[src/sv/ptt_pkg.sv]
// Shared types for the position translation table: operation and status codes,
// and the search token and insert broadcast that pass between the top level and the cells.
// No dependencies.
`default_nettype none

package ptt_pkg;

  localparam int unsigned LsnW = 64;

  typedef enum logic [1:0] {
    FUNC_INSERT    = 2'd0,
    FUNC_EXACT_FWD = 2'd1,
    FUNC_FLOOR_FWD = 2'd2,
    FUNC_EXACT_REV = 2'd3
  } func_e;

  typedef enum logic [1:0] {
    ST_OK        = 2'd0,
    ST_NOT_FOUND = 2'd1,
    ST_FULL      = 2'd2
  } status_e;

  // A lookup travelling down the row of cells together with its best match so far.
  typedef struct packed {
    logic            vld;
    func_e           func;
    logic [LsnW-1:0] key_up;
    logic [LsnW-1:0] key_down;
    logic            found;
    logic [LsnW-1:0] match_up;
    logic [LsnW-1:0] match_down;
  } tok_t;

  // Insert broadcast to every cell; only the cell at the fill position takes it.
  typedef struct packed {
    logic            vld;
    logic [LsnW-1:0] up;
    logic [LsnW-1:0] down;
  } ins_t;

endpackage

`default_nettype wire

[src/sv/ptt_cell.sv]
// One cell of the table: holds a single position pair and updates the passing lookup token.
// Depends on ptt_pkg for the token and insert types.
`default_nettype none

module ptt_cell #(
  parameter int unsigned CntW = 9,
  parameter int unsigned Idx  = 0
) (
  input  wire               clk_i,
  input  wire               rst_ni,
  input  wire               adv_i,
  input  wire  [CntW-1:0]   count_i,
  input  ptt_pkg::ins_t     ins_i,
  input  ptt_pkg::tok_t     tok_i,
  output ptt_pkg::tok_t     tok_o
);

  logic [ptt_pkg::LsnW-1:0] up_q;
  logic [ptt_pkg::LsnW-1:0] down_q;
  logic                     wr_en;
  logic                     occupied;
  ptt_pkg::tok_t            tok_d;
  ptt_pkg::tok_t            tok_q;

  assign wr_en    = ins_i.vld && (count_i == CntW'(Idx));
  assign occupied = CntW'(Idx) < count_i;

  always_ff @(posedge clk_i) begin
    if (wr_en) begin
      up_q   <= ins_i.up;
      down_q <= ins_i.down;
    end
  end

  always_comb begin
    tok_d = tok_i;
    if (tok_i.vld && occupied) begin
      case (tok_i.func)
        ptt_pkg::FUNC_EXACT_FWD: begin
          if (!tok_i.found && (up_q == tok_i.key_up)) begin
            tok_d.found      = 1'b1;
            tok_d.match_up   = up_q;
            tok_d.match_down = down_q;
          end
        end
        ptt_pkg::FUNC_EXACT_REV: begin
          if (!tok_i.found && (down_q == tok_i.key_down)) begin
            tok_d.found      = 1'b1;
            tok_d.match_up   = up_q;
            tok_d.match_down = down_q;
          end
        end
        ptt_pkg::FUNC_FLOOR_FWD: begin
          // A strictly greater upstream is needed to displace, so the earliest entry wins ties.
          if ((up_q <= tok_i.key_up) && (!tok_i.found || (up_q > tok_i.match_up))) begin
            tok_d.found      = 1'b1;
            tok_d.match_up   = up_q;
            tok_d.match_down = down_q;
          end
        end
        default: begin
          tok_d = tok_i;
        end
      endcase
    end
  end

  always_ff @(posedge clk_i or negedge rst_ni) begin
    if (!rst_ni) begin
      tok_q <= '0;
    end else if (adv_i) begin
      tok_q <= tok_d;
    end
  end

  assign tok_o = tok_q;

endmodule

`default_nettype wire

[config.mk]
export PLATFORM = sky130hd
export DESIGN_NAME = ptt_cell
export DESIGN_NICKNAME = d
export VERILOG_FILES = /design/src/sv/ptt_pkg.sv /design/src/sv/ptt_cell.sv
export SDC_FILE = /design/constraint.sdc
export NUM_CORES = 1
export LEC_CHECK = 0
export BUFFER_PORTS_ARGS = -buffer_cell sky130_fd_sc_hd__buf_2
export CAP_MARGIN = 20
export CORE_AREA = 2 2 255 257
export CTS_CLUSTER_SIZE = 28
export DETAILED_ROUTE_END_ITERATION = 12
export DIE_AREA = 0 0 257 259
export GPL_TIMING_DRIVEN = 0
export HOLD_SLACK_MARGIN = 0.06
export PLACE_DENSITY_LB_ADDON = 0.25
export SLEW_MARGIN = 20
export SYNTH_ARGS = -nofsm -noshare
export SYNTH_HDL_FRONTEND = slang
export SYNTH_SLANG_ARGS = --single-unit
[constraint.sdc]
create_clock -name clk_i -period 2.4 [get_ports clk_i]
set_input_delay 0.24 -clock clk_i [delete_from_list [all_inputs] [get_ports clk_i]]
set_output_delay 0.24 -clock clk_i [all_outputs]
set_load 0.01 [all_outputs]
# After elaboration in Yosys (flattened, before gate mapping)

Index checks and enable logic that the tools add are counted.

Register bits after elaboration: 388
Bits in latches: 0
Memory bits (writable): 0
Bits in read-only memories: 0
Bits of input ports: 401
Output and inout bits: 260
Logic and storage cells: 30
Memories: 0

Add/sub/neg operators: 0
$mul: 0
Divide/modulo/power cells: 0
Order comparisons: 3
Eq/ne operators: 5
Shifts and indexed selects: 0
Mux-type cells: 5
Bitwise operators: 0
Reduce and logical (&&, ||, !) cells: 8

Operator list:

| cell                                                                        | count |
|---|---|
| 129-bit 2-to-1 mux                                                          | 4 |
| 129-bit case mux with 3 select lines                                        | 1 |
| 64-bit equality test                                                        | 2 |
| 64-bit greater-than comparator                                              | 1 |
| 64-bit less-or-equal comparator                                             | 1 |
| 9-bit zero test                                                             | 1 |
| 1-bit by 9-bit less-than comparator with 1-bit output, first input constant | 1 |
| 1-bit logical AND                                                           | 5 |
| 2-bit equality test, second input constant                                  | 2 |
| 2-bit by 1-bit equality test with 1-bit output, second input constant       | 1 |
| 1-bit zero test                                                             | 1 |
| 1-bit logical OR                                                            | 1 |

# Longest topological paths before layout

Gate-level depths: netlist of run 1.

Depth in word-level cells: 6
Mapped depth: 12
Gate-level depth less buffers: 10

# Worst setup path after synthesis of run 1

OpenSTA, ideal clock, no wires.

Kind: input port to flip-flop
Start: input port count_i[4]
End: register down_q[0] (netlist bit) (enable)
Library setup time: 0.617 ns
Arrival time: 5.973 ns
Data required time: 1.783 ns
Slack: -4.190 ns
Stages on the path: 3
Path buffers: 0
Cell sequence: nor4_1 nand3_1 nor2_1

Cells in the longest elaborated chain, start to end: 2

RTL lines:

| item                 | RTL line       | RTL |
|---|---|---|
| start, declared      | ptt_cell.sv:12 | `input wire [CntW-1:0] count_i,` |
| 9-bit zero test      | ptt_cell.sv:25 | `assign wr_en = ins_i.vld && (count_i == CntW'(Idx));` |
| 1-bit logical AND    | ptt_cell.sv:25 |  |
| via wr_en            | ptt_cell.sv:20 | `logic wr_en;` |
| end signal, assigned | ptt_cell.sv:31 | `down_q <= ins_i.down;` |
| end, declared        | ptt_cell.sv:19 | `logic [ptt_pkg::LsnW-1:0] down_q;` |

The timed path passes the listed nets, and every way through them passes these cells.
A chain may end at the register's enable or synchronous reset.

# Worst setup path in the final report of run 1

Start: register up_q[43] (netlist bit)
End: register tok_q, in the netlist tok_o[110]

Cells in the longest elaborated chain, start to end: 6
Elaborated cells between the ends (all ways): 10
Those cells by class: order compare: 2; eq/ne: 1; mux: 4; reduce/logical: 3

RTL lines:

| item                                   | RTL line       | RTL |
|---|---|---|
| start, declared                        | ptt_cell.sv:18 | `logic [ptt_pkg::LsnW-1:0] up_q;` |
| start signal, assigned                 | ptt_cell.sv:30 | `up_q <= ins_i.up;` |
| 64-bit greater-than comparator         | ptt_cell.sv:55 | `if ((up_q <= tok_i.key_up) && (!tok_i.found \|\| (up_q > tok_i.match_up))) begin` |
| 1-bit logical OR                       | ptt_cell.sv:55 |  |
| 1-bit logical AND                      | ptt_cell.sv:55 |  |
| 129-bit 2-to-1 mux                     | ptt_cell.sv:55 |  |
| 129-bit case mux with 3 select lines * | ptt_cell.sv:38 | `case (tok_i.func)` |
| 129-bit 2-to-1 mux *                   | ptt_cell.sv:37 | `if (tok_i.vld && occupied) begin` |
| end signal, assigned                   | ptt_cell.sv:72 | `tok_q <= tok_d;` |
| end, declared                          | ptt_cell.sv:23 | `ptt_pkg::tok_t tok_q;` |

Every way passes the cells marked *; elsewhere a longest branch is shown, timed or not.

==> run_results.csv, run 1 <==
group,metric,value,unit
finish,layout.filler_cells,5453,
timing,timing.final.crit_period,3.23,ns
worst_setup_path,critical-path-top-delay-family,"simple AND/OR/NAND/NOR gates",
place,port-buffer-count,658,
yosys,ys_top_cells_by_count,"273 x sky130_fd_sc_hd__nand3_1, 260 x sky130_fd_sc_hd__dfrtp_1, 259 x sky130_fd_sc_hd__and3_1",
yosys,yosysUniqueCellTypes,48,
routing,route.detailed.wl_per_inst,24.5,um
worst_setup_path,worstPathMaxFanout,10,
worst_setup_path,slowest_stage,"sky130_fd_sc_hd__edfxtp_1",
yosys,synth.net_count,2966,
run_status,violated_checks,"negative setup slack",
clock_network,clk-insertion-delay-late,0.61,ns
clock_network,cts_num_sinks,388,
floorplanning,initial_core_util,0.373,
place,dp.final_hpwl,76500,um
grt,grt_util_all_layers,0.317,
clock_network,clock_tree_from_tritoncts,"built",
worst_setup_path,timing.critical_path.to_type,"register",
pwr,ir_drop,0.000742,V
grt,grt_overflow,0,
grt,grt_max_degree,72,
yosys,synth-warning-count,0,
grt,grt_pass1_wl,161000,um
yosys,yosys.cell_count.top_type,"sky130_fd_sc_hd__nand3_1",
worst_setup_path,startpoint_type,"register",
timing,achievable-frequency,0.310,GHz
timing,drv_slew,0,
worst_hold_path,timing.hold.worst.class,"primary input to register",
timing,tns,-99.00,ns
clock_network,cts.reportedPaths.clkPinSlew,0.06,ns
grt,first_global_vias,25200,
run_status,run_status,"complete, but fails checks",
yosys,ys_seq_elements,388,
finish,stdcell_area,0.0365,mm2
worst_setup_path,worstPathBufferInverterCount,4,
yosys,synth-edff-count,128,
flow_run,cap_viol_max_count,0,
grt,number_of_antenna_violations_at_the_first_check_in_global_routing,21,
yosys,synth_top_area_share,0.273,
timing,fin_ws,-0.830,ns
worst_setup_path,timing_worst_setup_path_type,"register to register",
yosys,synth.yosys.seq_area_share,0.435,
routing,first_pass_iters,6,
floorplanning,die-area,0.0666,mm2
timing,grt_setup_unrepaired,"yes",
worst_setup_path,critPathRequiredTime,2.86,ns
yosys,synthArstFlopShare,0.670,
timing,layout_worst_path_cycle_share,1.35,
timing,timing.max_slew.rel_slack,0.151,
clock_network,cts-root-to-sink-buffers,3,
routing,detailroute.via_count,25900,
yosys,synth_area_leader_cell,"sky130_fd_sc_hd__dfrtp_1",
floorplanning,core_region_area,0.0639,mm2
clock_network,cts.root.buffer_cell,"sky130_fd_sc_hd__clkbuf_16",
timing,hold_viol_final,0,
worst_setup_path,max_stage_delay,0.47,ns
yosys,post_synth_instance_area,0.0238,mm2
finish,synthToLayoutAreaGrowth,53.3,%
routing,remaining_drc_errors,0,
timing,timing.final.setup_violations,129,
pwr,static-leakage-power,16.5,nW
floorplanning,die_x,257,um
pwr,power,20.1,mW
routing,route.antenna.remaining_nets,0,
routing,vias_per_cell,5.72,
floorplanning,rows,93,
yosys,ys.flop_type,"sky130_fd_sc_hd__dfrtp_1",
yosys,post_synth_main_area_contributors,"sky130_fd_sc_hd__dfrtp_1 27%, sky130_fd_sc_hd__edfxtp_1 16%, sky130_fd_sc_hd__and3_1 6.8%, sky130_fd_sc_hd__ha_1 6.7%, sky130_fd_sc_hd__mux2_2 6.2%",
place,gp_routability_congestion,0.905,
timing,tightest_slew,1.27,ns
yosys,postSynthCellCount,2437,
routing,dr.first_iter.drc_count,2474,
yosys,syn-mean-instance-area,9.77,um2
floorplanning,io_pins,661,
worst_setup_path,crit_chain,"ha_1 -> nand4_1 -> nor4_4 -> buf_4 -> nand4_1 -> or3_4 -> o31ai_4 -> buf_12 -> buf_12 -> buf_8 -> nor2_1 -> o31ai_1 -> nand3_1",
timing,hold_ws,0.0905,ns
routing,detail_route.wirelength,111000,um
worst_setup_path,crit_arrival,3.69,ns
floorplanning,die_y,259,um
clock_network,cts-buffers-inserted,46,
pwr,p_per_area,552,mW/mm2
place,detailed_place.area,0.0285,mm2
finish,num-nets-final,4147,
finish,post_route_cells_drive_above_1_share,0.326,
clock_network,clock_tree.htree_level_count,2,
place,placement.setup.worst_slack,-1.84,ns
timing,finClkSkew,0.0343,ns
==> power breakdown <==
group / internal [mW] / total (mW) / switching, mW
clock network: 4.51 / 7.66 / 3.14
registers: 7.37 / 7.70 / 0.330
logic: 2.14 / 4.78 / 2.64
==> layer usage <==
metal  up-vias  GRT usage  wire [um]
met3       250     0.0777      10000
met2      1413      0.525      52800
met4         6      0.141       5160
met1     12600      0.392      43000
met5         -          0         37
li1      11600          -          -
==> sequential cells by signal, indices dropped and copies added (netlist names) <==
register / count
up_q: 64
down_q: 64
tok_o: 260
==> cell families (layout without fill, tap and decap cells) <==
family	count (synthesis)	count (layout)	synth area share
AND/OR/NAND/NOR	898	898	0.191
adder cells (fa/ha/maj)	128	128	0.0673
flip-flops	388	388	0.435
buffers and inverters	333	1552	0.0587
AO/OA/AOI/OAI	497	497	0.164
multiplexers	132	132	0.0624
other	0	16	0
XOR/XNOR	61	61	0.0224
==> final cells by class <==
type	count	area (um2)	area share
diodes	16	40.0	0.00110
plain buffers	198	1490	0.0408
clock buffers	58	1230	0.0336
clock inverters	28	383	0.0105
inverters	135	507	0.0139
multi-input cells	1716	13200	0.361
flip-flops and latches	388	10300	0.284
well taps	855	1070	0.0293
repair buffers	1133	8270	0.227
==> stage by stage <==
step | instances | utilization
final | 4527 | 0.571
after floorplan | 2437 | -
after global routing | 4525 | 0.571
after detailed placement | 3959 | 0.446
after global placement | 3950 | 0.442
after CTS | 4486 | 0.557
==> worst register-to-register path, stage by stage (launching register included) <==
cell and delay, ns:
sky130_fd_sc_hd__edfxtp_1 0.47, sky130_fd_sc_hd__ha_1 0.36, sky130_fd_sc_hd__nand4_1 0.20, sky130_fd_sc_hd__nor4_4 0.33
sky130_fd_sc_hd__buf_4 0.18, sky130_fd_sc_hd__nand4_1 0.16, sky130_fd_sc_hd__or3_4 0.42, sky130_fd_sc_hd__o31ai_4 0.08
sky130_fd_sc_hd__buf_12 0.18, sky130_fd_sc_hd__buf_12 0.16, sky130_fd_sc_hd__buf_8 0.15, sky130_fd_sc_hd__nor2_1 0.05
sky130_fd_sc_hd__o31ai_1 0.23, sky130_fd_sc_hd__nand3_1 0.12
==> final timing paths <==
path,slack (ns),startpoint,cells past startpoint,to
min in group asynchronous,0.19,rst_ni,2,tok_o[251]
max in group asynchronous,0.94,rst_ni,4,tok_o[205]
min,0.09,tok_i[87],5,tok_o[87]
min reg2reg,0.50,tok_o[259],1,tok_o[259]
max,-0.83,up_q[43],13,tok_o[110]
max reg2reg,-0.83,up_q[43],13,tok_o[110]
==> layout by cell type (no fill, tap or decap), types with 13 or more instances in the layout <==
| cell type | netlist | layout |
|---|---|---|
| sky130_fd_sc_hd__a21oi_1 | 55 | 54 |
| sky130_fd_sc_hd__and3_1 | 259 | 255 |
| sky130_fd_sc_hd__buf_12 | 0 | 19 |
| sky130_fd_sc_hd__buf_2 | 37 | 660 |
| sky130_fd_sc_hd__buf_4 | 5 | 55 |
| sky130_fd_sc_hd__buf_6 | 11 | 18 |
| sky130_fd_sc_hd__clkbuf_1 | 133 | 100 |
| sky130_fd_sc_hd__clkbuf_16 | 0 | 62 |
| sky130_fd_sc_hd__clkbuf_2 | 0 | 18 |
| sky130_fd_sc_hd__clkbuf_4 | 0 | 13 |
| sky130_fd_sc_hd__clkbuf_8 | 0 | 13 |
| sky130_fd_sc_hd__dfrtp_1 | 260 | 260 |
| sky130_fd_sc_hd__diode_2 | 0 | 16 |
| sky130_fd_sc_hd__dlygate4sd3_1 | 0 | 407 |
| sky130_fd_sc_hd__edfxtp_1 | 128 | 128 |
| sky130_fd_sc_hd__ha_1 | 128 | 121 |
| sky130_fd_sc_hd__inv_1 | 135 | 135 |
| sky130_fd_sc_hd__mux2_2 | 131 | 131 |
| sky130_fd_sc_hd__nand2_1 | 163 | 162 |
| sky130_fd_sc_hd__nand3_1 | 273 | 270 |
| sky130_fd_sc_hd__nand4_1 | 40 | 40 |
| sky130_fd_sc_hd__nor2_1 | 135 | 97 |
| sky130_fd_sc_hd__nor2_4 | 0 | 29 |
| sky130_fd_sc_hd__o2111ai_1 | 129 | 72 |
| sky130_fd_sc_hd__o2111ai_2 | 0 | 57 |
| sky130_fd_sc_hd__o21ai_0 | 18 | 16 |
| sky130_fd_sc_hd__o22a_1 | 128 | 128 |
| sky130_fd_sc_hd__o31ai_1 | 128 | 94 |
| sky130_fd_sc_hd__o31ai_2 | 1 | 33 |
| sky130_fd_sc_hd__xnor2_1 | 61 | 59 |
==> what timing repair did <==
item                                    4_1_cts  5_1_grt
buffers inserted                             25       19
endpoints found under the setup margin      208      208
resized for setup                           224      164
hold buffers                                407        0
pin swaps                                    50      109
gates cloned                                  9        6
hold endpoints to repair                    451        0
Power figures use the tool's default switching activity.
==> run 2, diff against run 1 <==
==> constraint.sdc (replaced) <==
create_clock -name clk_i -period 2.4 [get_ports clk_i]
set_input_delay 0 -clock clk_i [delete_from_list [all_inputs] [get_ports clk_i]]
set_output_delay 0 -clock clk_i [all_outputs]
set_load 0.01 [all_outputs]
==> run 2 against run 1 <==
The run still ends with negative setup slack left. Sequential share of layout area about the same. Sequential power barely moved. Non-clock buffer count decreased by 2. Critical endpoint is now tok_o[31]. First-iteration DRC count down 1.7%. Count of clock-buffer cells in the layout unchanged. Sequential cell count is the same. Core utilization barely moved. Largest cell class unchanged. Via count hardly changed. Fmax is 1.3% lower.
==> run_results.csv, run 2 (synthesis results as in run 1) <==
group,metric,value,unit
finish,synthToLayoutAreaGrowth,53.3,%
clock_network,cts.reportedPaths.clkPinSlew,0.06,ns
worst_hold_path,timing.hold.worst.class,"primary input to register",
worst_hold_path,hold_path_cells,2,
timing,achievable-frequency,0.305,GHz
finish,layout.cells.most_common_list,"659 x sky130_fd_sc_hd__buf_2, 392 x sky130_fd_sc_hd__dlygate4sd3_1, 270 x sky130_fd_sc_hd__nand3_1",
clock_network,cts.root.buffer_cell,"sky130_fd_sc_hd__clkbuf_16",
timing,layout_worst_path_cycle_share,1.36,
worst_setup_path,timing.reg2reg.setup_slack,-0.87,ns
timing,timing.max_slew.rel_slack,0.123,
grt,grt_pass1_wl,160000,um
worst_setup_path,crit-reg2reg-launch,"up_q[43]",
floorplanning,io_pins,661,
pwr,p_per_area,551,mW/mm2
floorplanning,core_region_area,0.0639,mm2
clock_network,clk-insertion-delay-late,0.61,ns
routing,route.antenna.remaining_nets,0,
worst_setup_path,rr_endpoint,"tok_o[31]",
routing,detailroute.via_count,25900,
flow_run,cap_viol_max_count,0,
clock_network,cts_num_sinks,388,
grt,grt_util_all_layers,0.315,
timing,timing.final.crit_period,3.27,ns
worst_setup_path,critPathRequiredTime,2.86,ns
worst_setup_path,startpoint_type,"register",
worst_setup_path,timing.critical_path.to_type,"register",
place,port-buffer-count,658,
timing,timing.final.setup_violations,129,
routing,remaining_drc_errors,0,
finish,layout.core_utilization,0.571,
floorplanning,die_x,257,um
worst_setup_path,crit_arrival,3.74,ns
worst_setup_path,critical-path-top-delay-family,"simple AND/OR/NAND/NOR gates",
finish,post_route_cells_drive_above_1_share,0.328,
worst_hold_path,hold_crit_start,"ins_i[13]",
worst_setup_path,slowest_stage,"sky130_fd_sc_hd__edfxtp_1",
worst_setup_path,worst-r2r-cell-count,13,
timing,grt_setup_unrepaired,"yes",
worst_setup_path,timing_worst_setup_path_type,"register to register",
routing,vias_per_cell,5.72,
pwr,sequential_cell_fraction_of_total_power,0.383,
worst_setup_path,worstPathBufferInverterCount,4,
timing,fin_ws,-0.873,ns
routing,first_pass_iters,8,
grt,grt_overflow,0,
worst_setup_path,max_stage_delay,0.51,ns
routing,dr.first_iter.drc_count,2431,
floorplanning,rows,93,
place,dp.final_hpwl,76500,um
pwr,clockPowerShare,0.380,
clock_network,clock_tree_from_tritoncts,"built",
grt,grt_max_degree,72,
routing,route.detailed.wl_per_inst,24.5,um
worst_setup_path,worstPathMaxFanout,10,
timing,tightest_slew,1.32,ns
pwr,static-leakage-power,16.5,nW
pwr,ir_drop,0.000665,V
clock_network,clock_tree.htree_level_count,2,
finish,final_common_cell,"sky130_fd_sc_hd__buf_2",
timing,hold_viol_final,0,
worst_hold_path,holdPathEnd,"down_q[13]",
floorplanning,die_y,259,um
pwr,p_sw_frac,0.303,
floorplanning,die-area,0.0666,mm2
routing,detail_route.wirelength,111000,um
pwr,p_sw,6.08,mW
finish,num-nets-final,4145,
pwr,share_comb_of_total_power,0.237,
clock_network,cts-root-to-sink-buffers,3,
grt,first_global_vias,25000,
worst_setup_path,setup.worst_path.start,"up_q[43]",
floorplanning,initial_core_util,0.373,
timing,drv_slew,0,
clock_network,cts-buffers-inserted,46,
finish,largest_register_ffs,260,
grt,number_of_antenna_violations_at_the_first_check_in_global_routing,19,
pwr,internal_power,14.0,mW
run_status,run_status,"complete, but fails checks",
place,gp_routability_congestion,0.905,
timing,finClkSkew,0.0369,ns
run_status,violated_checks,"negative setup slack",
pwr,power,20.1,mW
worst_setup_path,crit_chain,"ha_4 -> nand4_1 -> nor4_4 -> buf_4 -> nand4_1 -> or3_4 -> o31ai_4 -> buf_12 -> buf_12 -> buf_8 -> nor2_1 -> o31ai_1 -> nand3_1",
place,placement.setup.worst_slack,-1.84,ns
## run 2: layout make-up
class | count | area (um2)
clock inverter | 28 | 383
timing repair buffer | 1131 | 8250
antenna | 17 | 42.5
clock buffer | 58 | 1230
tap | 855 | 1070
inverter | 135 | 507
sequential | 388 | 10300
multi-input combinational | 1716 | 13200
buffer | 198 | 1480
fill | 5447 | 27400
## run 2: worst register-to-register path: stages (launching register included)
cell and delay (ns):
sky130_fd_sc_hd__edfxtp_1 0.51, sky130_fd_sc_hd__ha_4 0.34, sky130_fd_sc_hd__nand4_1 0.20, sky130_fd_sc_hd__nor4_4 0.33, sky130_fd_sc_hd__buf_4 0.19, sky130_fd_sc_hd__nand4_1 0.16, sky130_fd_sc_hd__or3_4 0.44, sky130_fd_sc_hd__o31ai_4 0.08
sky130_fd_sc_hd__buf_12 0.18, sky130_fd_sc_hd__buf_12 0.15, sky130_fd_sc_hd__buf_8 0.16, sky130_fd_sc_hd__nor2_1 0.06, sky130_fd_sc_hd__o31ai_1 0.24, sky130_fd_sc_hd__nand3_1 0.11
## run 2: power by group through the flow
stage | registers (mW) | clock network [mW] | logic (mW)
after floorplan | 8.02 | 0 | 1.66
after global placement | 7.78 | 0 | 3.78
after detailed placement | 7.79 | 0 | 3.81
after CTS | 7.68 | 7.72 | 4.57
after global routing | 7.75 | 7.98 | 5.08
final | 7.70 | 7.64 | 4.77
## run 2: metrics by stage
step	cells	TNS (ns)	hold WS [ns]	instance area, um2
after CTS	4472	-107.43	0.0677	35400
after floorplan	2437	-64.24	-0.296	23900
after global placement	3950	-1649.50	0.177	28300
after detailed placement	3959	-299.89	-0.00171	28500
after global routing	4525	-119.15	0.0983	36500
final	4526	-104.89	0.101	36500
## run 2: timing repair
item | CTS | global route
gates cloned | 9 | 6
hold buffers | 393 | 0
pin swaps | 50 | 122
buffers inserted | 25 | 32
endpoints found under the hold margin | 622 | 0
setup endpoints to repair | 208 | 208
resized for setup | 224 | 157
## run 2: worst max-delay path by stage
stage / slack, ns / endpoint / cells after the start
floorplan: -0.33 / down_q[0] / 3
global placement: -4.20 / tok_o[208] / 1
detailed placement: -1.84 / tok_o[69] / 10
CTS: -0.79 / tok_o[41] / 12
global route: -0.97 / tok_o[102] / 13
finish: -0.87 / tok_o[31] / 13
## run 2: routing by layer
| metal | wire, um | share of wire | up-vias | track usage |
|---|---|---|---|---|
| met5 | 26 | 0.00023 | - | 0 |
| met4 | 4720 | 0.043 | 4 | 0.132 |
| met3 | 9770 | 0.088 | 241 | 0.0798 |
| met2 | 53400 | 0.48 | 1413 | 0.525 |
| met1 | 43000 | 0.39 | 12600 | 0.390 |
| li1 | - | - | 11600 | - |
